`src/hdl/linear_probe_hash_table_core_assert.svh`:
```
// Assertion macros for the linear probe hash table core
`ifndef LINEAR_PROBE_HASH_TABLE_CORE_ASSERT_SVH
`define LINEAR_PROBE_HASH_TABLE_CORE_ASSERT_SVH

`ifndef SYNTHESIS

// ante holds in a cycle -> cons holds in the same cycle
`define LPHT_ASSERT_IMP(name, ante, cons) \
   name: assert property (@(posedge clock) disable iff (reset) (ante) |-> (cons)) \
      else $error("lpht assertion failed");

// ante holds in a cycle -> cons holds in the next cycle
`define LPHT_ASSERT_NXT(name, ante, cons) \
   name: assert property (@(posedge clock) disable iff (reset) (ante) |=> (cons)) \
      else $error("lpht assertion failed");

`else

`define LPHT_ASSERT_IMP(name, ante, cons)
`define LPHT_ASSERT_NXT(name, ante, cons)

`endif

`endif

```
`src/hdl/lpht_ram.sv`:
```
// Generic simple dual port RAM with registered read
`default_nettype none

module lpht_ram #(
   parameter int WIDTH = 8,
   parameter int DEPTH = 16
) (
   input  wire logic                     clock,
   input  wire logic                     wr_en,
   input  wire logic [$clog2(DEPTH)-1:0] wr_addr,
   input  wire logic [WIDTH-1:0]         wr_data,
   input  wire logic [$clog2(DEPTH)-1:0] rd_addr,
   output logic      [WIDTH-1:0]         rd_data
);

   logic [WIDTH-1:0] mem_ff [DEPTH];

   always_ff @(posedge clock) begin
      if (wr_en) begin
         mem_ff[wr_addr] <= wr_data;
      end
      rd_data <= mem_ff[rd_addr];
   end

endmodule

`default_nettype wire

```
`config.mk`:
```
export PLATFORM = sky130hd
export DESIGN_NAME = lpht_ram
export DESIGN_NICKNAME = d
export VERILOG_FILES = /design/src/hdl/linear_probe_hash_table_core_assert.svh /design/src/hdl/lpht_ram.sv
export SDC_FILE = /design/constraint.sdc
export NUM_CORES = 1
export LEC_CHECK = 0
export BUFFER_PORTS_ARGS = -buffer_cell sky130_fd_sc_hd__buf_2
export CORE_ASPECT_RATIO = 1.5
export CORE_MARGIN = 3
export CORE_UTILIZATION = 30
export DETAILED_ROUTE_END_ITERATION = 7
export GPL_TIMING_DRIVEN = 0
export SYNTH_ARGS = -nofsm -noshare
export SYNTH_HDL_FRONTEND = slang
export SYNTH_SLANG_ARGS = --single-unit
```
`constraint.sdc`:
```
create_clock -name clock -period 2.1 [get_ports clock]
set_clock_uncertainty 0.15 [all_clocks]
set_input_delay 0.105 -clock clock [delete_from_list [all_inputs] [get_ports clock]]
set_output_delay 0.105 -clock clock [all_outputs]
set_load 0.01 [all_outputs]
```
==> results.json <==
{
  "status": "finished, final reports clean",
  "hold_depth": 2,
  "postSynthAreaPerCell_um2": 22.5,
  "ys_seq_area_share_pct": 77.8,
  "antenna_left": 0,
  "first_iter_violations": 195,
  "wl_met2_um": 5310,
  "fp.coreArea_mm2": 0.0168,
  "cts.clk_slew.worst_paths_ns": 0.05,
  "core.rowCount": 58,
  "vdd_ir_drop_max_mv": 0.499,
  "fmax_mhz": 529,
  "regArea_mm2": 0.00400,
  "initial_utilization_pct": 30.6,
  "crit_fanout": 8,
  "grt_usage_pct": 11.3,
  "wirelength_um": 9990,
  "fin_crit_sh_pct": 90.0,
  "critPathLaunchType": "input port",
  "overflow": 0,
  "root_buffer": "clkbuf_16",
  "place_hpwl_um": 6550,
  "die_h_um": 166,
  "grt_pass1_wl_um": 15000,
  "synth_async_sr_flop_share_pct": 0,
  "htree_levels": 4,
  "portBuffers": 24,
  "hold_class": "in2reg",
  "max_stage_delay_ns": 1.02,
  "crit_chain": "buf_2, or3b_2, nor3_1",
  "wl_per_cell_um": 19.9,
  "synth_edf_count": 128,
  "ff2ff_path_depth": 3,
  "syn_area_mm2": 0.00515,
  "antennaDiodeCount": 0,
  "synth_nets": 247,
  "worst-setup-path-type": "in2reg",
  "routed.top_layer": "met4",
  "p_leak_nw": 2.05,
  "rsz0062_at_grt": "false",
  "vias_per_cell": 4.64,
  "drc": 0,
  "required_ns": 1.97,
  "yosys_warnings": 0,
  "synth_top_area_share_pct": 74.7,
  "ys_types": 19,
  "die_area_mm2": 0.0188,
  "numCtsBuffers": 17,
  "areaGrowthSynthToFinish_pct": 20.5,
  "synthCells": 229,
  "grt_pass1_vias": 2437,
  "wl_met3_um": 630,
  "clock_sinks": 136,
  "place_congestion": 0.814,
  "placed_area_mm2": 0.00553,
  "crit_slowest_cell": "nor3_1",
  "arrival_ns": 1.76,
  "vias": 2323,
  "drt_first_pass_iters": 5,
  "grt_max_degree": 17,
  "stdcell_area_mm2": 0.00620,
  "setup_viol": 0,
  "fillers": 1580,
  "multi_input_area_mm2": 0.00106,
  "netlist_top_cells_count": "128 x edfxtp_1, 18 x mux4_2, 16 x a22oi_1",
  "ys_ff_latch": 136,
  "final_max_slew_viol_count": 0,
  "power.density_mw_per_mm2": 1020,
  "grt_antenna_before_repair": 0,
  "ys.flop_type": "edfxtp_1",
  "worst_pin_slew_ns": 1.32,
  "synth_area_leader_cell": "edfxtp_1",
  "ios": 26,
  "setup.worst_path.end_class": "flip-flop",
  "clockBufferDepth": 2,
  "synth_area_leaders": "edfxtp_1 75%, mux4_2 7.9%, mux4_1 7.1%, dfxtp_1 3.1%, a22oi_1 2.3%",
  "nNetsFinal": 298,
  "cts_tree": "done",
  "drive_gt1_share_pct": 27.1,
  "period_needed_ns": 1.89,
  "relSlewSlack_pct": 11.2,
  "clock_latency_ns": 0.41,
  "synth.most_common_cell": "edfxtp_1",
  "die_w_um": 113,
  "drv_cap": 0,
  "hold_violations": 0,
  "final_util_pct": 36.9,
  "m1WireLength_um": 3910
}
## kinds of logic after synthesis
group                  after synthesis  synth area share [%]
buffers and inverters               10                  1.68
AOI/OAI and AO/OA                   16                  2.33
DFF                                136                  77.8
and+or+nand+nor                     35                  3.18
muxes                               32                  15.0
## worst paths after layout
check                     startpoint                      end  slack [ns]
max                       wr_addr[2]   mem_ff[0][1]$_DFFE_PP_        0.21
min                       wr_addr[0]  mem_ff[12][1]$_DFFE_PP_        0.06
max reg2reg   mem_ff[1][3]$_DFFE_PP_       rd_data[3]$_DFF_P_        0.45
min reg2reg  mem_ff[15][1]$_DFFE_PP_       rd_data[1]$_DFF_P_        0.53
## final cells by class
class                   instances  area share [%]
flip-flops and latches        136            64.5
multi-input cells              83            17.1
well taps                     210            4.23
clock buffers                  19            6.98
plain buffers                  10            1.39
clock inverters                11            2.52
repair buffers                 32            3.23
## where the power goes
part	internal [mW]	switching [mW]
clock network	1.95	1.01
registers	3.04	0.0132
logic	0.130	0.177
## repair_timing
action                                 in CTS  in global routing
endpoints found under the hold margin     128                  0
gates resized for setup                     0                  0
setup buffers                               0                  0
hold buffers                                8                  0
## routing by layer
layer  vias up  track usage, %
li1       1069               -
met1      1168            14.1
met2        79            18.4
met3         7            3.31
met4         0            4.24
met5         -               0
## registers in the layout, indices dropped and copies added (netlist names)
register and cells:
rd_data 8, mem_ff 128
## worst max-delay path: cells and delay by family
kind / cells / cell delay [ns]
AND/OR/NAND/NOR: 2 / 1.53
buffers and inverters: 1 / 0.11
## metrics by stage
step / total power, mW / TNS (ns) / setup slack (ns) / hold slack [ns] / instances
after floorplan: 3.27 / 0 / 0.352 / 0.0539 / 229
after global placement: 3.40 / -2.19 / -0.274 / 0.349 / 463
after detailed placement: 3.41 / -1.92 / -0.241 / 0.355 / 463
after CTS: 6.37 / 0 / 0.192 / 0.0953 / 501
after global routing: 6.52 / 0 / 0.132 / 0.0629 / 501
final: 6.32 / 0 / 0.210 / 0.0603 / 501
## layout by cell type, fill, tap and decap left out, types with 4 or more instances in the layout
| cell type | count |
|---|---|
| a22oi_1 | 16 |
| buf_2 | 27 |
| bufinv_16 | 4 |
| clkbuf_16 | 17 |
| dfxtp_1 | 8 |
| dlygate4sd3_1 | 8 |
| edfxtp_1 | 128 |
| mux4_1 | 14 |
| mux4_2 | 18 |
| nand2_1 | 9 |
| nor2_1 | 13 |
No activity file was read; power rests on OpenSTA's default activity.
